### src/rtl/assert_macros.svh
// ----------------------------------------------------------------------------
// Assertion macros for the RTL file that carries checks.
// ----------------------------------------------------------------------------
`ifndef ASSERT_MACROS_SVH
`define ASSERT_MACROS_SVH

// Clocked check, muted while reset is high.
`define SLE_ASSERT(lbl, prop, msg) \
  lbl: assert property (@(posedge clk) disable iff (rst) (prop)) else $error(msg);

// Clocked check that also holds through reset.
`define SLE_ASSERT_ALWAYS(lbl, prop, msg) \
  lbl: assert property (@(posedge clk) (prop)) else $error(msg);

`endif

### src/rtl/sle_scan.sv
// ----------------------------------------------------------------------------
// sle_scan
// Inclusive prefix OR over the cell stop flags; marks every slot at or past
// the insert point.
// ----------------------------------------------------------------------------
`default_nettype none

module sle_scan #(
  parameter int DEPTH = 64
) (
  input  logic [DEPTH-1:0] stop,
  output logic [DEPTH-1:0] ge
);

  localparam int LEVELS = $clog2(DEPTH);

  logic [DEPTH-1:0] lvl [LEVELS+1];

  // Log-depth prefix network
  always_comb begin
    lvl[0] = stop;
    for (int l = 0; l < LEVELS; l++) begin
      for (int i = 0; i < DEPTH; i++) begin
        if (i >= (1 << l)) begin
          lvl[l+1][i] = lvl[l][i] | lvl[l][i - (1 << l)];
        end else begin
          lvl[l+1][i] = lvl[l][i];
        end
      end
    end
  end

  assign ge = lvl[LEVELS];

endmodule

`default_nettype wire

### config.mk
export PLATFORM = sky130hd
export DESIGN_NAME = sle_scan
export DESIGN_NICKNAME = d
export VERILOG_FILES = /design/src/rtl/assert_macros.svh /design/src/rtl/sle_scan.sv
export SDC_FILE = /design/constraint.sdc
export NUM_CORES = 1
export LEC_CHECK = 0
export ABC_CLOCK_PERIOD_IN_PS = 4850
export BUFFER_PORTS_ARGS = -buffer_cell sky130_fd_sc_hd__buf_4
export CAP_MARGIN = 20
export CORE_MARGIN = 1
export CORE_UTILIZATION = 33
export DETAILED_ROUTE_END_ITERATION = 8
export PLACE_DENSITY_LB_ADDON = 0.08
export SLEW_MARGIN = 25
export SYNTH_ARGS = -nofsm -noshare
export SYNTH_HDL_FRONTEND = slang
export SYNTH_SLANG_ARGS = --single-unit
### constraint.sdc
create_clock -name vclk -period 4.85
set_input_delay 0.97 -clock vclk [all_inputs]
set_output_delay 0.97 -clock vclk [all_outputs]
set_load 0.01 [all_outputs]
==> run_results.csv, run 1 <==
group,metric,value,unit
status,status,"finished, final reports clean",
final_layout,drive_above_1_share,55.6,%
global_route,met2_usage,48.7,%
place,port_buffers,128,
floorplanning,ios,128,
timing,maxSlewViolCount,0,
timing,fin_ws,1010,ps
floorplanning,die_area,2710,um^2
global_route,grt_pass1_wl,5290,um
logic_synthesis,avgSynthCellArea,6.13,um^2
place,gp_congestion,0.776,
global_route,grt_usage,24.5,%
cts,postCtsHoldBufs,0,
routing,first_pass_iters,4,
final_layout,layout_common_cells,"buf_4, nor2_1, nand2_1",
flow_run,drv_cap,0,
timing,min_period,3840,ps
logic_synthesis,syn-instance-count,135,
floorplanning,core,2300,um^2
worst_hold_path,hold_end,"ge[0]",
timing,rsz0062_at_grt,"false",
logic_synthesis,yosysWarnings,0,
cts,cts-resized-gates,0,
timing,relSlewSlack,55.2,%
setup_path,endpoint_kind,"output pin",
setup_path,cp.required,3880,ps
worst_hold_path,whs_path_depth,2,
worst_hold_path,min_path_type,"in2out",
final_layout,nClkBuffers,0,
routing,drt.antenna.violating_nets,0,
logic_synthesis,syn-num-nets,199,
logic_synthesis,synth_area,827,um^2
timing,period_share,79.1,%
global_route,overflow,0,
routing,drtIter0Drc,19,
routing,vias_per_cell,5.15,
floorplanning,rows,17,
logic_synthesis,ys_seq_area_share,0,%
setup_path,cp-start-kind,"input pin",
timing,fmaxAchievable,0.261,GHz
floorplanning,initial_core_util,36.0,%
global_route,met3_usage,3.80,%
setup_path,arrival,2870,ps
global_route,busiest_layer,"met2",
routing,totalWireLength,3420,um
global_route,antenna_found_initial,0,
timing,setup-violations-final,0,
logic_synthesis,yosysUniqueCellTypes,25,
timing,tns,0,ps
final_layout,insertedDiodeCount,0,
global_route,grt_use_met1,27.5,%
final_layout,area_growth,118,%
setup_path,cp_max_fo,16,
floorplanning,die_w,52.1,um
final_layout,regArea,0,um^2
timing,hold_viol,0,
cts,post-cts-setup-buffers,0,
final_layout,fin_nets,327,
global_route,grt_max_degree,17,
routing,route.detailed.drc,0,
place,dp_hpwl,3030,um
setup_path,critPathKind,"in2out",
global_route,grt_pass1_vias,1299,
power_and_ir_drop,ir_drop,42.1,uV
final_layout,flops_and_latches,0,
floorplanning,die_height,52.1,um
place,place_ws,1030,ps
routing,vias,1489,
final_layout,layout_commonest_cell,"buf_4",
timing,tightest_slew,667,ps
worst_hold_path,min-delay-start,"stop[0]",
power_and_ir_drop,p_leak,0.732,nW
power_and_ir_drop,p_per_area,39.0,nW/um^2
routing,wl_per_cell,11.8,um
[worst max-delay path, stage by stage]
cell	delay, ps
buf_4	110
nor4_1	490
nand2_1	190
nor4b_4	530
buf_4	300
nand4b_1	100
buf_4	170
[cells in the mapped netlist]
library cell,number,area (um^2)
nor2_2,1,6.26
inv_1,4,15.0
nand4_1,8,50.1
nand4b_1,5,43.8
buf_4,1,7.51
or4_1,2,15.0
nand3_1,15,75.1
and2_1,1,6.26
nor4b_1,1,8.76
nor2_1,25,93.8
and3b_1,1,8.76
nand2_1,21,78.8
nor4_1,7,43.8
nor4b_4,2,47.6
nand2b_1,2,12.5
nor4_2,2,25.0
inv_2,1,3.75
or3_1,10,62.6
nand3_4,1,17.5
nand3b_1,3,22.5
nor3_1,8,40.0
nor2b_1,3,18.8
buf_6,2,22.5
or2_2,6,37.5
nor4_4,3,63.8
[cells by family (layout without fill, tap and decap cells)]
logic type | after synthesis | count (layout) | share of synthesized area [%]
buffers and inverters | 8 | 134 | 5.90
AND/OR/NAND/NOR | 127 | 127 | 94.1
[layout make-up]
type,instances,area [um^2]
fill,185,497
timing repair buffer,129,968
inverter,5,18.8
tap,28,35.0
multi-input combinational,127,778
[worst max-delay path by stage]
stage / startpoint / to / slack, ps / cells past startpoint
2_1_floorplan: stop[2] / ge[35] / 1590 / 5
3_3_place_gp: stop[2] / ge[54] / 1070 / 7
3_5_place_dp: stop[2] / ge[47] / 1030 / 7
4_1_cts: stop[2] / ge[47] / 1040 / 7
5_1_grt: stop[21] / ge[63] / 780 / 7
6_report: stop[21] / ge[47] / 1010 / 7
[where the power goes]
part	internal [mW]	switching, mW	leakage [nW]
Clock	0	0	0
Sequential	0	0	0
Combinational	0.0427	0.0274	0.732
[layer usage]
metal | share of wire [%] | up-vias | wire, um
met4 | 0.55 | 0 | 19
li1 | - | 754 | -
met1 | 37 | 661 | 1280
met3 | 9.7 | 2 | 333
met5 | 0 | - | 0
met2 | 52 | 72 | 1790
[stage by stage]
| stage | hold WS [ps] | cells | instance area [um^2] | power, mW | utilization [%] |
|---|---|---|---|---|---|
| after floorplan | 2030 | 135 | 827 | 0.0163 | - |
| after global placement | 2160 | 289 | 1800 | 0.0687 | 78.4 |
| after detailed placement | 2160 | 289 | 1800 | 0.0698 | 78.4 |
| after CTS | 2160 | 289 | 1800 | 0.0700 | 78.4 |
| after global routing | 2170 | 289 | 1800 | 0.0764 | 78.4 |
| final | 2160 | 289 | 1800 | 0.0701 | 78.4 |
Note: power is estimated with default switching activity, not from simulation.
==> run 2: changes to the inputs <==
- ABC_CLOCK_PERIOD_IN_PS: 4850 -> 3500
- CORE_UTILIZATION: 33 -> 28
- clock period: 4.85 -> 3.5 ns (I/O delays scaled with it)
==> run_results.csv, run 2 (synthesis results as in run 1) <==
group,metric,value,unit
floorplanning,ios,128,
worst_hold_path,min_path_type,"in2out",
setup_path,cp-start-kind,"input pin",
floorplanning,die_area,3180,um^2
global_route,antenna_found_initial,0,
power_and_ir_drop,p_leak,0.743,nW
final_layout,nClkBuffers,0,
timing,fmaxAchievable,0.320,GHz
setup_path,cp_slowest_cell,"nor4b_4",
setup_path,endpoint_kind,"output pin",
routing,vias_per_cell,5.01,
routing,drtIter0Drc,37,
global_route,grt_max_degree,27,
setup_path,critPathKind,"in2out",
setup_path,cp.buffers_inverters,2,
global_route,grt_pass1_vias,1293,
setup_path,cp_slowest_stage_delay,560,ps
final_layout,fill_cells,270,
place,dp_hpwl,3010,um
worst_hold_path,hold_end,"ge[0]",
timing,min_period,3120,ps
global_route,grt_usage,20.6,%
timing,setup-violations-final,0,
final_layout,fin_nets,329,
final_layout,area_growth,120,%
final_layout,layout_commonest_cell,"buf_4",
cts,cts-resized-gates,0,
floorplanning,die_height,56.4,um
power_and_ir_drop,ir_drop,45.6,uV
floorplanning,die_w,56.4,um
final_layout,drive_above_1_share,55.9,%
final_layout,insertedDiodeCount,0,
setup_path,crit_chain,"buf_4, nor4_1, nand4b_1, nor4b_4, nand4b_1, buf_4",
floorplanning,initial_core_util,29.7,%
place,postPlaceCellArea,1820,um^2
worst_hold_path,whs_path_depth,2,
routing,route.detailed.drc,0,
global_route,grt_use_met1,26.1,%
final_layout,layout_common_cells,"buf_4, nor2_1, nand2_1",
routing,vias,1473,
timing,hold_viol,0,
place,gp_congestion,0.790,
floorplanning,rows,19,
timing,relSlewSlack,61.5,%
routing,drt.antenna.violating_nets,0,
timing,tightest_slew,573,ps
timing,period_share,89.2,%
timing,maxSlewViolCount,0,
final_layout,flops_and_latches,0,
cts,postCtsHoldBufs,0,
worst_hold_path,min-delay-start,"stop[0]",
final_layout,regArea,0,um^2
setup_path,path_delay_family,"simple AND/OR/NAND/NOR gates",
routing,first_pass_iters,4,
global_route,grt_pass1_wl,5610,um
global_route,overflow,0,
routing,totalWireLength,3400,um
global_route,busiest_layer,"met2",
routing,wl_per_cell,11.6,um
global_route,met2_usage,38.8,%
cts,post-cts-setup-buffers,0,
floorplanning,core,2780,um^2
power_and_ir_drop,p_per_area,53.7,nW/um^2
setup_path,cp.required,2800,ps
setup_path,cp_max_fo,8,
status,status,"finished, final reports clean",
timing,rsz0062_at_grt,"false",
place,port_buffers,128,
setup_path,arrival,2420,ps
flow_run,drv_cap,0,
global_route,met3_usage,2.53,%
final_layout,fin_area,1820,um^2
timing,tns,0,ps
## run 2: worst max path at each step
stage / from / endpoint / slack (ps) / cells after the start
final: stop[37] / ge[54] / 380 / 6
after global routing: stop[37] / ge[63] / 160 / 6
after CTS: stop[37] / ge[63] / 360 / 6
after detailed placement: stop[37] / ge[54] / 350 / 6
after global placement: stop[37] / ge[63] / 400 / 6
after floorplan: stop[2] / ge[35] / 780 / 5
## run 2: routing by layer
metal	vias to the layer above	part of all wire [%]
met5	-	0
met4	0	0.62
li1	759	-
met3	2	7.8
met2	64	50
met1	648	41
## run 2: stage by stage
| stage | instances | setup WS, ps | total power, mW | hold WS [ps] | util (%) |
|---|---|---|---|---|---|
| 2_1_floorplan | 135 | 778 | 0.0226 | 1490 | - |
| 3_3_place_gp | 294 | 395 | 0.0964 | 1620 | 65.4 |
| 3_5_place_dp | 294 | 345 | 0.0978 | 1620 | 65.4 |
| 4_1_cts | 294 | 361 | 0.0979 | 1620 | 65.4 |
| 5_1_grt | 294 | 161 | 0.107 | 1630 | 65.4 |
| 6_report | 294 | 378 | 0.0976 | 1620 | 65.4 |
## run 2: final cells by class
cell class	instances	area, um^2	area share [%]
well taps	31	38.8	2.13
repair buffers	131	983	54.1
multi-input cells	127	778	42.8
inverters	5	18.8	1.03
## run 2: power breakdown
group	internal [mW]	total, mW	leakage, nW	switching [mW]
registers	0	0	0	0
clock network	0	0	0	0
logic	0.0597	0.0976	0.743	0.0380
total	0.0597	0.0976	0.743	0.0380
==> run 3: changes to the inputs <==
--- a/config.mk
+++ b/config.mk
@@ -7,3 +7,3 @@
 export LEC_CHECK = 0
-export ABC_CLOCK_PERIOD_IN_PS = 3500
+export ABC_CLOCK_PERIOD_IN_PS = 2800
 export BUFFER_PORTS_ARGS = -buffer_cell sky130_fd_sc_hd__buf_4
==> constraint.sdc (replaced) <==
create_clock -name vclk -period 2.8
set_input_delay 0.28 -clock vclk [all_inputs]
set_output_delay 0.28 -clock vclk [all_outputs]
set_load 0.01 [all_outputs]
==> run_results.csv, run 3 (synthesis results as in run 1) <==
group,metric,value,unit
status,status,"finished, final reports clean",
floorplanning,initial_core_util,29.7,%
setup_path,endpoint_kind,"output pin",
routing,totalWireLength,3350,um
routing,route.detailed.drc,0,
final_layout,flops_and_latches,0,
floorplanning,die_w,56.4,um
timing,period_share,83.4,%
timing,setup-violations-final,0,
power_and_ir_drop,p_int,74.6,uW
power_and_ir_drop,p_leak,0.738,nW
place,port_buffers,128,
setup_path,cp.buffers_inverters,2,
setup_path,cp-start-kind,"input pin",
timing,hold_viol,0,
final_layout,layout_common_cells,"buf_4, nor2_1, nand2_1",
timing,tns,0,ps
floorplanning,ios,128,
routing,vias,1490,
final_layout,drive_above_1_share,55.7,%
cts,postCtsHoldBufs,0,
cts,post-cts-setup-buffers,0,
final_layout,multiInputGateArea,778,um^2
final_layout,fill_cells,279,
place,gp_congestion,0.800,
worst_hold_path,min_path_type,"in2out",
setup_path,cp_max_fo,8,
setup_path,cp_slowest_stage_delay,580,ps
timing,fin_ws,464,ps
floorplanning,core,2780,um^2
setup_path,critPathKind,"in2out",
setup_path,cp_slowest_cell,"nor4b_4",
final_layout,fin_nets,328,
final_layout,area_growth,119,%
final_layout,regArea,0,um^2
timing,rsz0062_at_grt,"false",
power_and_ir_drop,combPwrFrac,100.0,%
timing,fmaxAchievable,0.428,GHz
power_and_ir_drop,sequentialPowerShare,0,%
routing,drtIter0Drc,59,
power_and_ir_drop,power,122,uW
final_layout,insertedDiodeCount,0,
floorplanning,die_area,3180,um^2
power_and_ir_drop,p_per_area,67.2,nW/um^2
timing,tightest_slew,558,ps
global_route,overflow,0,
setup_path,crit_chain,"buf_4, nor4_1, nand4b_1, nor4b_4, nand4b_1, buf_4",
routing,drt.antenna.violating_nets,0,
place,place_ws,481,ps
global_route,grt_pass1_wl,5550,um
routing,wl_per_cell,11.4,um
setup_path,cp.required,2520,ps
routing,vias_per_cell,5.09,
power_and_ir_drop,clkPwrFrac,0,%
final_layout,fin_util,65.1,%
power_and_ir_drop,power.switching,47.1,uW
routing,first_pass_iters,4,
place,dp_hpwl,2920,um
global_route,antenna_found_initial,0,
final_layout,nClkBuffers,0,
timing,maxSlewViolCount,0,
floorplanning,die_height,56.4,um
setup_path,arrival,2060,ps
power_and_ir_drop,ir_drop,55.2,uV
floorplanning,rows,19,
flow_run,drv_cap,0,
global_route,grt_max_degree,27,
global_route,grt_pass1_vias,1336,
final_layout,layout_commonest_cell,"buf_4",
power_and_ir_drop,swShare,38.7,%
cts,cts-resized-gates,0,
global_route,grt_usage,20.3,%
setup_path,path_delay_family,"simple AND/OR/NAND/NOR gates",
timing,relSlewSlack,62.5,%
timing,min_period,2340,ps
## run 3: cell types whose count changed in the layout (fill, tap and decap cells not counted), sizes merged
| cell | change |
|---|---|
| buf | -1 |
## run 3: final cells by class
class              instances  share of cell area (%)
repair buffers           130                    53.9
multi-input cells        127                    43.0
well taps                 31                    2.14
inverters                  5                    1.04
## run 3: final timing paths
path / endpoint / slack, ps / depth (start not counted) / startpoint
max: ge[54] / 460 / 6 / stop[37]
min: ge[0] / 780 / 2 / stop[0]
## run 3: metrics by stage
stage	hold WS [ps]	area, um^2	cells
4_1_cts	784	1810	293
2_1_floorplan	652	827	135
5_1_grt	792	1810	293
3_3_place_gp	782	1810	293
6_report	784	1810	293
3_5_place_dp	784	1810	293
## run 3: metal layers
layer | share of wire, % | vias up | GRT usage (%)
li1 | - | 754 | -
met1 | 41 | 657 | 25.0
met2 | 50 | 77 | 38.9
met3 | 8.4 | 2 | 2.76
met4 | 0.63 | 0 | 1.05
met5 | 0 | - | 0
## run 3: power groups by stage
stage / combinational, mW / sequential [mW] / clock [mW]
after detailed placement: 0.122 / 0 / 0
after floorplan: 0.0283 / 0 / 0
final: 0.122 / 0 / 0
after global routing: 0.133 / 0 / 0
after CTS: 0.122 / 0 / 0
after global placement: 0.121 / 0 / 0
