--- src/rtl/assert_macros.svh ---
// ----------------------------------------------------------------------------
// Assertion macros for the RTL file that carries checks.
// ----------------------------------------------------------------------------
`ifndef ASSERT_MACROS_SVH
`define ASSERT_MACROS_SVH

// Clocked check, muted while reset is high.
`define SLE_ASSERT(lbl, prop, msg) \
  lbl: assert property (@(posedge clk) disable iff (rst) (prop)) else $error(msg);

// Clocked check that also holds through reset.
`define SLE_ASSERT_ALWAYS(lbl, prop, msg) \
  lbl: assert property (@(posedge clk) (prop)) else $error(msg);

`endif

--- src/rtl/sle_pkg.sv ---
// ----------------------------------------------------------------------------
// sle_pkg
// Types, codes and key ordering helpers for the sorted list engine.
// ----------------------------------------------------------------------------
`default_nettype none

package sle_pkg;

  localparam int DEPTH_DEFAULT = 64;

  // Request function codes
  localparam logic [2:0] FUNC_INSERT    = 3'd0;
  localparam logic [2:0] FUNC_APPEND    = 3'd1;
  localparam logic [2:0] FUNC_DELETE    = 3'd2;
  localparam logic [2:0] FUNC_READ      = 3'd3;
  localparam logic [2:0] FUNC_OVERWRITE = 3'd4;

  // Response status codes
  localparam logic [1:0] ST_OK    = 2'd0;
  localparam logic [1:0] ST_FULL  = 2'd1;
  localparam logic [1:0] ST_RANGE = 2'd2;

  typedef enum logic [1:0] {
    KIND_INT32 = 2'd0,
    KIND_FLT32 = 2'd1,
    KIND_CHAR  = 2'd2,
    KIND_FLT64 = 2'd3
  } kind_t;

  typedef struct packed {
    logic [2:0]  func;
    logic [63:0] key;
    logic [6:0]  position;
  } req_t;

  typedef struct packed {
    logic [63:0] value;
    logic [1:0]  status;
    logic [6:0]  count;
  } rsp_t;

  // Operation broadcast to every cell of the chain
  typedef enum logic [2:0] {
    COP_NONE,
    COP_CMP,
    COP_INS,
    COP_DELETE,
    COP_WRITE,
    COP_RDLOAD,
    COP_RDSHIFT
  } cell_op_t;

  typedef struct packed {
    cell_op_t    op;
    logic [63:0] key;   // masked key to store
    logic [63:0] okey;  // order-mapped key for compares
  } cell_cmd_t;

  // Bits of the key that the kind keeps
  function automatic logic [63:0] kind_mask(input kind_t kind);
    logic [63:0] m;
    case (kind)
      KIND_INT32: m = 64'h0000_0000_FFFF_FFFF;
      KIND_FLT32: m = 64'h0000_0000_FFFF_FFFF;
      KIND_CHAR:  m = 64'h0000_0000_0000_00FF;
      default:    m = 64'hFFFF_FFFF_FFFF_FFFF;
    endcase
    return m;
  endfunction

  // Map key bits to an unsigned word with the same order
  function automatic logic [63:0] order_key(input logic [63:0] raw, input kind_t kind);
    logic [31:0] b32;
    logic [63:0] b64;
    logic [63:0] r;
    b32 = raw[31:0];
    b64 = raw;
    // minus zero folds onto plus zero
    if (b32[30:0] == 31'd0) b32 = 32'd0;
    if (b64[62:0] == 63'd0) b64 = 64'd0;
    case (kind)
      KIND_INT32: r = {32'd0, raw[31:0] ^ 32'h8000_0000};
      KIND_FLT32: r = {32'd0, b32[31] ? ~b32 : (b32 | 32'h8000_0000)};
      KIND_CHAR:  r = {56'd0, raw[7:0] ^ 8'h80};
      default:    r = b64[63] ? ~b64 : (b64 | 64'h8000_0000_0000_0000);
    endcase
    return r;
  endfunction

endpackage

`default_nettype wire

--- src/rtl/sle_cell.sv ---
// ----------------------------------------------------------------------------
// sle_cell
// One list slot: holds an entry, compares it with the request key, and
// trades entries and read data with its neighbors.
// ----------------------------------------------------------------------------
`default_nettype none

module sle_cell #(
  parameter int INDEX = 0,
  parameter int IDX_W = 6,
  parameter int OCC_W = 7
) (
  input  logic              clk,
  input  sle_pkg::cell_cmd_t cmd,
  input  sle_pkg::kind_t    kind,
  input  logic [OCC_W-1:0]  occ,
  input  logic [IDX_W-1:0]  pidx,
  input  logic              ge_left,
  input  logic              ge_self,
  input  logic [63:0]       left_entry,
  input  logic [63:0]       right_entry,
  input  logic [63:0]       rd_in,
  output logic [63:0]       entry,
  output logic [63:0]       rd,
  output logic              stop
);
  import sle_pkg::*;

  localparam logic [IDX_W-1:0] MY_IDX  = IDX_W'(INDEX);
  localparam logic [OCC_W-1:0] MY_OCC  = OCC_W'(INDEX);
  localparam logic [OCC_W-1:0] MY_NEXT = OCC_W'(INDEX + 1);
  localparam bit               IS_HEAD = (INDEX == 0);

  logic        lt;
  logic        gt;
  logic [63:0] ent_ord;

  assign ent_ord = order_key(entry, kind);

  // Insert point: the head stops when greater, later cells when not smaller;
  // the slot right after the tail always stops.
  assign stop = (IS_HEAD ? gt : (!lt && (MY_OCC < occ))) || (MY_OCC == occ);

  // Slot update
  always_ff @(posedge clk) begin
    case (cmd.op)
      COP_CMP: begin
        lt <= (ent_ord < cmd.okey);
        gt <= (ent_ord > cmd.okey);
      end
      COP_INS: begin
        if (ge_left) begin
          entry <= left_entry;
        end else if (ge_self) begin
          entry <= cmd.key;
        end
      end
      COP_DELETE: begin
        if ((MY_IDX >= pidx) && (MY_NEXT < occ)) begin
          entry <= right_entry;
        end
      end
      COP_WRITE: begin
        if (MY_IDX == pidx) begin
          entry <= cmd.key;
        end
      end
      COP_RDLOAD:  rd <= entry;
      COP_RDSHIFT: rd <= rd_in;
      default: ;
    endcase
  end

endmodule

`default_nettype wire

--- config.mk ---
export PLATFORM = sky130hd
export DESIGN_NAME = sle_cell
export DESIGN_NICKNAME = d
export VERILOG_FILES = /design/src/rtl/assert_macros.svh /design/src/rtl/sle_pkg.sv /design/src/rtl/sle_cell.sv
export SDC_FILE = /design/constraint.sdc
export NUM_CORES = 1
export LEC_CHECK = 0
export BUFFER_PORTS_ARGS = -buffer_cell sky130_fd_sc_hd__buf_4
export CORE_AREA = 10 10 175 177
export DETAILED_ROUTE_END_ITERATION = 7
export DIE_AREA = 0 0 185 187
export PLACE_DENSITY = 0.63
export SLEW_MARGIN = 20
export SYNTH_ARGS = -nofsm -noshare
export SYNTH_HDL_FRONTEND = slang
export SYNTH_SLANG_ARGS = --single-unit
--- constraint.sdc ---
create_clock -name clk -period 8.8 [get_ports clk]
set_clock_uncertainty 0.15 [all_clocks]
set_input_delay 0.88 -clock clk [delete_from_list [all_inputs] [get_ports clk]]
set_output_delay 0.88 -clock clk [all_outputs]
set_load 0.05 [all_outputs]
==> qor.yml, run 1 <==
setup_path:
  ff2ff_path_depth: 15
  start_kind: "flip-flop"
  end_kind: "flip-flop"
  crit_type: "reg2reg"
  cp_max_fo: 34
  worstPathArrival_ps: 5340
  cp.required_ps: 8830
synth:
  synth_xor_area_share_pct: 3.75
  synthCells: 788
  synthesis.area_um2: 8410
  ys_seq_area_share_pct: 46.1
  synth-simple-area-share_pct: 8.47
  syn_avg_cell_area_um2: 10.7
  synth_top_flop_cell: "edfxtp_1"
  synth_edf_count: 129
  ys_types: 46
  ys_warn_count: 0
  muxShareOfSynthArea_pct: 8.84
  ys_seq_elements: 129
  synth_top_family_by_area: "compound AO/OA/AOI/OAI gates"
  synth-compound-area-share_pct: 15.2
  syn-num-nets: 1193
  synth_fa_ha_area_share_pct: 9.53
  async_reset_ff_share_pct: 0
sta:
  final.setup.tns_ps: 0
  rsz0062_at_grt: "false"
  fmax_mhz: 188
  min_period_over_period_pct: 60.3
  hold_viol: 0
  period_minus_slack_ps: 5310
  setup_viol: 0
  fin_ws_ps: 3490
  worst_slew_pin_slew_ps: 1040
  slew_headroom_pct: 30.7
  maxSlewViolCount: 0
power_and_ir_drop:
  static-leakage-power_uw: 0.00589
  power_density_nw_per_um2: 152
  max-vdd-ir-drop_mv: 0.0989
hold_path:
  hp-class: "reg2reg"
  min_path_cells: 1
outcome:
  status: "finished, violations left"
  violations: "DRC"
clocking:
  cts_buffers: 17
  clock_latency_ps: 430
  clockBufferDepth: 2
  root_buffer: "clkbuf_16"
  cts_tree: "built"
  post_cts_buffers: 0
  cts_resized: 0
  clkTransAtPathRegs_ps: 70
  htree_levels: 4
  cts_hold_buf: 0
  cts_num_sinks: 129
drt:
  routed_via_density: 5.13
  drc: 4
  drt_wl_total_mm: 36.9
  drtAntennaViolNets: 0
  drt-pass1-iter-count: 8
  dr_total_vias: 8210
  drtIter0Drc: 759
  avgRoutedWirePerCell_um: 23.0
flow_run:
  drv_cap: 0
placement:
  dpl.hpwl_mm: 29.1
  numPortBuffers: 469
  place.gp.congestion: 0.854
  dp_slack_ps: 3490
floorplan:
  initial_core_util_pct: 30.8
  die_h_um: 187
  ios: 470
  dieArea_um2: 34600
  coreArea_um2: 27300
  die_w_um: 185
  placementRows: 61
global_routing:
  grt_first_pass_wirelength_mm: 53.3
  grt.total_usage_pct: 20.3
  overflow: 0
  grt_pass1_vias: 8683
  antenna_found_initial: 2
  grt_max_degree: 66
final_layout:
  n_fill_cell: 2550
  layout.nets: 1645
  antenna_cells: 0
  area.growth.synth_to_final_pct: 52.5
  drive_gt1_share_pct: 46.2
-- per-stage QoR --
stage          utilization [%]  hold slack (ps)  instances  total power, µW  instance area (µm²)
2_1_floorplan                -              849        788             1030                 8410
3_3_place_gp              44.8              493       1567             1260                12300
3_5_place_dp              44.8              515       1567             1260                12300
4_1_cts                   46.9              518       1599             1960                12800
5_1_grt                   46.9              548       1599             2030                12800
6_report                  46.9              520       1599             1950                12800
-- cell families after synthesis --
family | Yosys count
flops | 129
buf+inv | 175
fa+ha+maj | 64
simple gates | 151
mux | 66
xor+xnor | 36
compound gates | 167
-- cell usage after synthesis, types with 3 or more instances --
master    count  area share (%)
or4_1         3            0.27
ha_1         64             9.5
clkbuf_1     31             1.4
a222oi_1     64             7.6
o211ai_1      3            0.27
edfxtp_1    129              46
buf_6         3            0.40
nor2_1       73             3.3
nor4_1       18             1.3
a41oi_1       3            0.31
xnor2_1      31             3.2
a211oi_1      4            0.36
nand2_1      19            0.85
o21ai_0      15            0.89
nand3_1       7            0.42
a22oi_1       6            0.54
mux2_2       66             8.8
nand2b_1      4            0.30
xor2_1        5            0.52
nand4_1      16             1.2
inv_1       134             6.0
a21oi_1      53             3.2
buf_2         5            0.30
-- report_power, final --
part           switching (µW)  internal (µW)  total (µW)
clock                     287            413         700
combinational             276            225         501
sequential               28.9            720         749
total                     592           1360        1950
-- state kept, by name, indices dropped and copies added (netlist names) --
signal / flops
entry: 64
gt: 1
rd: 64
-- routing by layer --
layer | global-route usage (%) | up-vias | part of all wire (%)
met5 | 0 | - | 0
met4 | 6.66 | 0 | 2.5
met3 | 6.51 | 39 | 9.3
met2 | 33.8 | 393 | 48
met1 | 24.1 | 3905 | 40
li1 | - | 3873 | -
-- final cells by class --
| type | count | area, µm² | area share [%] |
|---|---|---|---|
| Clock inverter | 12 | 118 | 0.918 |
| Clock buffer | 20 | 437 | 3.41 |
| Tap cell | 346 | 433 | 3.38 |
| Inverter | 134 | 503 | 3.92 |
| Sequential cell | 129 | 3870 | 30.2 |
| Multi-Input combinational cell | 484 | 3890 | 30.4 |
| Timing Repair Buffer | 474 | 3560 | 27.8 |
-- cell usage in the layout, fill, tap and decap left out, types with 3 or more instances in the layout --
cell       count
inv_1        134
xor2_1         5
nor2_1        72
clkbuf_16     17
edfxtp_1     129
a21oi_1       53
clkinv_2       6
mux2_2        66
o21ai_0       15
nand3_1        7
nand4_1       16
o211ai_1       3
nand2b_1       4
a211oi_1       4
nor4_1        18
a41oi_1        3
a22oi_1        5
buf_4        474
xnor2_1       31
nand2_1       19
a222oi_1      64
ha_1          64
clkbuf_1       3
or4_1          3
-- path summary, 6_finish.rpt --
check                 start     end  slack, ps
setup / recovery  entry[25]      gt       3490
hold / removal    entry[51]  rd[51]        520
setup reg to reg  entry[25]      gt       3490
hold reg to reg   entry[51]  rd[51]        520
-- worst max-delay path, cell delays in order (launching register included) --
cell	delay [ps]
edfxtp_1	520
nor4_1	400
nand4_1	260
or4_1	720
nand3_2	590
nor2_2	110
a21oi_4	510
a21oi_1	170
ha_1	340
a21oi_1	150
nand2_1	60
a221oi_1	260
o21ai_0	120
a211oi_1	410
o211ai_1	150
o31a_1	130
(Power assumes the default switching activity.)
==> run 2: changes to the inputs <==
--- a/config.mk
+++ b/config.mk
@@ -6,10 +6,10 @@
 export NUM_CORES = 1
 export LEC_CHECK = 0
 export BUFFER_PORTS_ARGS = -buffer_cell sky130_fd_sc_hd__buf_4
-export CORE_AREA = 10 10 175 177
+export CORE_AREA = 10 10 173 175
 export DETAILED_ROUTE_END_ITERATION = 7
-export DIE_AREA = 0 0 185 187
-export PLACE_DENSITY = 0.63
+export DIE_AREA = 0 0 183 185
+export PLACE_DENSITY = 0.66
 export SLEW_MARGIN = 20
 export SYNTH_ARGS = -nofsm -noshare
 export SYNTH_HDL_FRONTEND = slang
==> constraint.sdc (replaced) <==
create_clock -name clk -period 4.5 [get_ports clk]
set_clock_uncertainty 0.15 [all_clocks]
set_input_delay 0.45 -clock clk [delete_from_list [all_inputs] [get_ports clk]]
set_output_delay 0.45 -clock clk [all_outputs]
set_load 0.05 [all_outputs]
==> run 2 against run 1 <==
  * Clock power up 120%
  * Highest routed layer unchanged
  * Sequential share of layout area down 1.3 points
  * Fmax up 23%
  * Largest power group is now the clock network
  * The run now ends clean
==> qor.yml, run 2 (same netlist as run 1, synthesis figures left out) <==
drt:
  drt_wl_total_mm: 38.8  # +5.2%
  drtAntennaViolNets: 0  # unchanged
  wl_met1_mm: 15.6  # +6.1%
  wl_met2_mm: 19.2  # +7.7%
  avgRoutedWirePerCell_um: 23.6  # +2.4%
  drt-pass1-iter-count: 8  # unchanged
  drtIter0Drc: 672  # -11%
  dr_total_vias: 8460  # +3.0%
  drc: 0  # -4
  routed_via_density: 5.15  # +0.35%
  met3RoutedLength_mm: 3.16  # -7.8%
  top_layer_used: "met4"
floorplan:
  die_h_um: 185  # -1.1%
  die_w_um: 183  # -1.1%
  initial_core_util_pct: 31.6  # +0.87 points
  coreArea_um2: 26600  # -2.7%
  ios: 470  # unchanged
  dieArea_um2: 33900  # -2.1%
  placementRows: 60  # -1.6%
global_routing:
  grt_max_degree: 65  # -1.5%
  grt_pass1_vias: 8937  # +2.9%
  overflow: 0  # unchanged
  grt_first_pass_wirelength_mm: 55.3  # +3.8%
  antenna_found_initial: 0  # -2
  grt.total_usage_pct: 21.6  # +1.3 points
clocking:
  htree_levels: 4  # unchanged
  root_buffer: "clkbuf_16"
  clkTransAtPathRegs_ps: 70  # about the same
  cts_tree: "built"
  cts_num_sinks: 129  # unchanged
  clockBufferDepth: 2  # unchanged
  cts_buffers: 17  # unchanged
  clock_latency_ps: 420  # about the same
  cts_hold_buf: 0  # unchanged
placement:
  dp_slack_ps: -97.3  # -3590 ps
  placed_cells: 1601  # +2.2%
  dpl.hpwl_mm: 31.3  # +7.4%
  place.gp.congestion: 0.887  # +3.9%
  numPortBuffers: 469  # unchanged
final_layout:
  antenna_cells: 0  # unchanged
  area.growth.synth_to_final_pct: 59.3
  stdcell_count: 1642  # +2.7%
  top_regs: "entry (64), rd (64), gt (1)"
  final_cell_mix: "buf_4, inv_1, edfxtp_1"
  drive_gt1_share_pct: 49.7  # +3.4 points
  layout.nets: 1693  # +2.9%
  final_common_cell: "buf_4"
power_and_ir_drop:
  max-vdd-ir-drop_mv: 0.188  # +90%
  intPower_uw: 2810  # +110%
  power_density_nw_per_um2: 302  # +98%
  static-leakage-power_uw: 0.00617  # +4.8%
  power_frac_seq_pct: 35.9  # -2.5 points
  power_frac_comb_pct: 26.1  # +0.4 points
  p_clk_share_pct: 38.0  # +2.1 points
  power.switching_uw: 1230  # +110%
  p_sw_share_pct: 30.3  # about the same
flow_run:
  drv_cap: 0  # unchanged
hold_path:
  hp-class: "in2reg"
sta:
  rsz0062_at_grt: "false"
  slew_headroom_pct: 28.2  # -2.5 points
  fin_ws_ps: 195  # -3300 ps
  maxSlewViolCount: 0  # unchanged
  worst_slew_pin_slew_ps: 1080  # +37.0 ps
  min_period_over_period_pct: 95.7  # +35 points
  period_minus_slack_ps: 4300  # -1000 ps
  timing.hold.ws_ps: 159  # -361 ps
  fmax_mhz: 232  # +23%
  setup_viol: 0  # unchanged
  hold_viol: 0  # unchanged
setup_path:
  start_kind: "flip-flop"
  worstPathArrival_ps: 4430  # -910 ps
  crit_type: "reg2reg"
  cp.required_ps: 4630  # -4200 ps
  end_kind: "flip-flop"
  cp_max_fo: 23  # -32%
outcome:
  status: "finished clean"
-- run 2: cell types whose count changed in the layout (fill, tap and decap cells not counted), moves of 2 or more --
cell | before | now
clkinv_2 | 6 | 0
bufinv_16 | 2 | 4
inv_6 | 0 | 3
clkbuf_1 | 3 | 0
buf_4 | 474 | 520
clkinv_4 | 1 | 4
nor4_4 | 0 | 3
or4_1 | 3 | 1
or4_4 | 0 | 2
nor4_1 | 18 | 9
nor4_2 | 0 | 6
-- run 2: power groups by stage --
| stage | Combinational (µW) | Sequential (µW) | Clock, µW |
|---|---|---|---|
| after CTS | 1040 | 1450 | 1570 |
| after floorplan | 363 | 1650 | 0 |
| after global routing | 1130 | 1450 | 1620 |
| after global placement | 1020 | 1470 | 0 |
| final | 1050 | 1450 | 1540 |
| after detailed placement | 1040 | 1470 | 0 |
-- run 2: metrics by stage --
stage	TNS [ps]	util (%)	total power (µW)	cell area, µm²
6_report	0	50.4	4040	13400
5_1_grt	0	50.4	4200	13400
4_1_cts	0	49.7	4050	13200
3_5_place_dp	-97.3	47.2	2510	12500
3_3_place_gp	-47.4	47.2	2490	12500
2_1_floorplan	0	-	2020	8410
-- run 2: what timing repair did --
action                     in CTS  in global routing
pin swaps                       0                  6
setup endpoints to repair       1                  1
gates resized for setup         3                 21
setup buffers                   0                  9
-- run 2: path summary, 6_finish.rpt --
kind,start,to,slack (ps),depth (start not counted)
min reg2reg,entry[20],rd[20],530,1
max,entry[26],gt,200,16
max reg2reg,entry[26],gt,200,16
min,right_entry[37],entry[37],160,3
-- run 2: critical path, cell delays in order (launching register included) --
cell       delay, ps
edfxtp_1         480
nor4_2           360
nand4_1          240
or4_4            590
nand3_4          140
nor2_2            60
a21oi_4          140
buf_12           180
a21oi_1           80
ha_1             310
nand4_1          160
or4_4            580
a21oi_2          160
a2111oi_2         70
buf_4            130
o211ai_1         160
o31a_1           170
-- run 2: final cells by class --
class                   count  area (µm²)
clock buffers              17         425
clock inverters            15         208
multi-input cells         484        4020
flip-flops and latches    129        3870
fillers                  2424       13200
well taps                 341         427
inverters                 134         503
repair buffers            522        3940
-- run 2: routing by layer --
layer	GRT usage (%)	vias to the layer above
met1	25.6	4044
met3	6.15	34
met4	6.92	0
met2	37.1	424
met5	0	-
li1	-	3958
==> run 3: changes to the inputs <==
--- a/config.mk
+++ b/config.mk
@@ -6,10 +6,10 @@
 export NUM_CORES = 1
 export LEC_CHECK = 0
 export BUFFER_PORTS_ARGS = -buffer_cell sky130_fd_sc_hd__buf_4
-export CORE_AREA = 10 10 173 175
+export CORE_AREA = 10 10 175 177
 export DETAILED_ROUTE_END_ITERATION = 7
-export DIE_AREA = 0 0 183 185
-export PLACE_DENSITY = 0.66
+export DIE_AREA = 0 0 185 187
+export PLACE_DENSITY = 0.63
 export SLEW_MARGIN = 20
 export SYNTH_ARGS = -nofsm -noshare
 export SYNTH_HDL_FRONTEND = slang
==> constraint.sdc (replaced) <==
create_clock -name clk -period 4.6 [get_ports clk]
set_clock_uncertainty 0.15 [all_clocks]
set_input_delay 0.46 -clock clk [delete_from_list [all_inputs] [get_ports clk]]
set_output_delay 0.46 -clock clk [all_outputs]
set_load 0.05 [all_outputs]
==> run 3 against run 2 <==
  * Register-to-register slack got worse by 30 ps
  * First-iteration DRC count rose by 15%
  * Critical endpoint unchanged
  * Largest power group is now sequential cells
  * Setup slack got worse by 26 ps
  * Combinational power fell by 4%
  * Flip-flop and latch count did not move
  * Die area rose by 2.2%
  * Via count rose by 0.83%
  * Non-clock buffer count rose by 5
  * Utilization fell by 1.6 points
==> qor.yml, run 3 (same netlist as run 1, synthesis figures left out) <==
outcome:
  status: "finished clean"
floorplan:
  placementRows: 61  # +1.7%
  die_h_um: 187  # +1.1%
  coreArea_um2: 27300  # +2.8%
  die_w_um: 185  # +1.1%
  initial_core_util_pct: 30.8  # -0.87 points
  ios: 470  # unchanged
  dieArea_um2: 34600  # +2.2%
global_routing:
  grt.total_usage_pct: 20.9  # -0.68 points
  grt_first_pass_wirelength_mm: 54.8  # -0.97%
  grt_pass1_vias: 8945  # +0.090%
  antenna_found_initial: 1  # +1
  grt_max_degree: 65  # unchanged
  overflow: 0  # unchanged
final_layout:
  top_regs: "entry (64), rd (64), gt (1)"
  final_cell_mix: "buf_4, inv_1, edfxtp_1"
  drive_gt1_share_pct: 49.3  # -0.31 points
  n_fill_cell: 2599  # +7.2%
  antenna_cells: 0  # unchanged
  layout.nets: 1698  # +0.30%
  area.growth.synth_to_final_pct: 58.4
  final_common_cell: "buf_4"
  final_core_util_pct: 48.7  # -1.6 points
setup_path:
  cp.required_ps: 4760  # +130 ps
  start_kind: "flip-flop"
  path_cells: "nor4_2, nand4_1, or4_4, nand3_2, nor2_2, a21oi_4, buf_4, a21oi_1, ha_1, nand4_1, nor4_1, a221oi_1, o21ai_0, a211oi_1, o211ai_1, o31a_1"
  cpMaxStageDelayCell: "or4_4"
  crit_top_cell: "nand4_1"
  crit_type: "reg2reg"
  crit_buf_inv: 1  # -1
  end_kind: "flip-flop"
  cpPeakStageDelay_ps: 610  # +20 ps
  worstPathArrival_ps: 4590  # +160 ps
  critPathTopFamily: "simple AND/OR/NAND/NOR gates"
  critPathLaunch: "entry[57]"
  timing.rr.start: "entry[57]"
  cp_max_fo: 14  # -39%
clocking:
  clkTransAtPathRegs_ps: 60  # about the same
  clock_latency_ps: 430  # about the same
  cts_tree: "built"
  cts_hold_buf: 0  # unchanged
  root_buffer: "clkbuf_16"
  cts_num_sinks: 129  # unchanged
  cts_buffers: 17  # unchanged
  clockBufferDepth: 2  # unchanged
  htree_levels: 4  # unchanged
power_and_ir_drop:
  power_density_nw_per_um2: 283  # -6.3%
  static-leakage-power_uw: 0.00614  # -0.50%
  max-vdd-ir-drop_mv: 0.196  # +3.9%
  finalPower_uw: 3770  # -6.8%
drt:
  routed_via_density: 5.17  # +0.28%
  drt-pass1-iter-count: 8  # unchanged
  drt_wl_total_mm: 38.1  # -1.6%
  dr_total_vias: 8530  # +0.83%
  drtAntennaViolNets: 0  # unchanged
  avgRoutedWirePerCell_um: 23.1  # -2.2%
  drc: 0  # unchanged
  drtIter0Drc: 772  # +15%
sta:
  rsz0062_at_grt: "false"
  worst_slew_pin_slew_ps: 1030  # -43.0 ps
  period_minus_slack_ps: 4430  # +126 ps
  maxSlewViolCount: 0  # unchanged
  fmax_mhz: 226  # -2.8%
  fin_ws_ps: 169  # -26.2 ps
  slew_headroom_pct: 31.1  # +2.9 points
  timing.hold.ws_ps: 161  # +1.40 ps
  setup_viol: 0  # unchanged
  min_period_over_period_pct: 96.3  # +0.66 points
  hold_viol: 0  # unchanged
flow_run:
  drv_cap: 0  # unchanged
placement:
  dpl.hpwl_mm: 30.3  # -3.2%
  dp_slack_ps: -124  # -27.0 ps
  numPortBuffers: 469  # unchanged
  place.gp.congestion: 0.849  # -4.2%
hold_path:
  min_from: "right_entry[63]"
  hp-class: "in2reg"
[run 3: through the flow]
stage | area (µm²) | instances | setup TNS [ps]
after floorplan | 8410 | 788 | 0
after global placement | 12500 | 1598 | -153
after detailed placement | 12500 | 1598 | -124
after CTS | 13100 | 1630 | 0
after global routing | 13300 | 1651 | 0
final | 13300 | 1651 | 0
[run 3: cell type report]
cell class | instances | area, µm² | share of cell area (%)
Clock buffer | 18 | 429 | 3.22
Clock inverter | 13 | 121 | 0.911
Inverter | 134 | 503 | 3.78
Multi-Input combinational cell | 484 | 3990 | 30.0
Sequential cell | 129 | 3870 | 29.1
Tap cell | 346 | 433 | 3.25
Timing Repair Buffer | 527 | 3960 | 29.8
[run 3: repair_timing]
item | 4_1_cts | 5_1_grt
resized for setup | 4 | 16
pin swaps | 0 | 5
setup endpoints to repair | 1 | 1
buffers inserted | 1 | 21
[run 3: worst paths after layout]
kind                                   to  slack (ps)  depth (start not counted)
worst max-delay path                   gt         170                         16
worst min-delay path            entry[63]         160                          3
worst max register to register         gt         170                         16
worst min register to register     rd[50]         540                          1
[run 3: where the power goes]
group,total (µW),leakage [µW],switching [µW],internal (µW)
Clock,1330,0.000260,548,783
Combinational,1010,0.00472,550,461
Sequential,1420,0.00116,46.6,1380
[run 3: worst reg2reg max path, cell delays in order (launching register included)]
cell      delay, ps
edfxtp_1        470
nor4_2          360
nand4_1         280
or4_4           620
nand3_2         170
nor2_2           80
a21oi_4         160
buf_4           230
a21oi_1         110
ha_1            310
nand4_1         150
nor4_1          500
a221oi_1        140
o21ai_0         190
a211oi_1        150
o211ai_1        120
o31a_1          150
[run 3: metal layers]
metal / up-vias / GRT usage [%] / share of wire (%)
met3: 44 / 5.92 / 9.0
met1: 4099 / 24.4 / 40
met4: 0 / 7.25 / 2.2
met5: - / 0 / 0
li1: 3970 / - / -
met2: 417 / 35.8 / 49
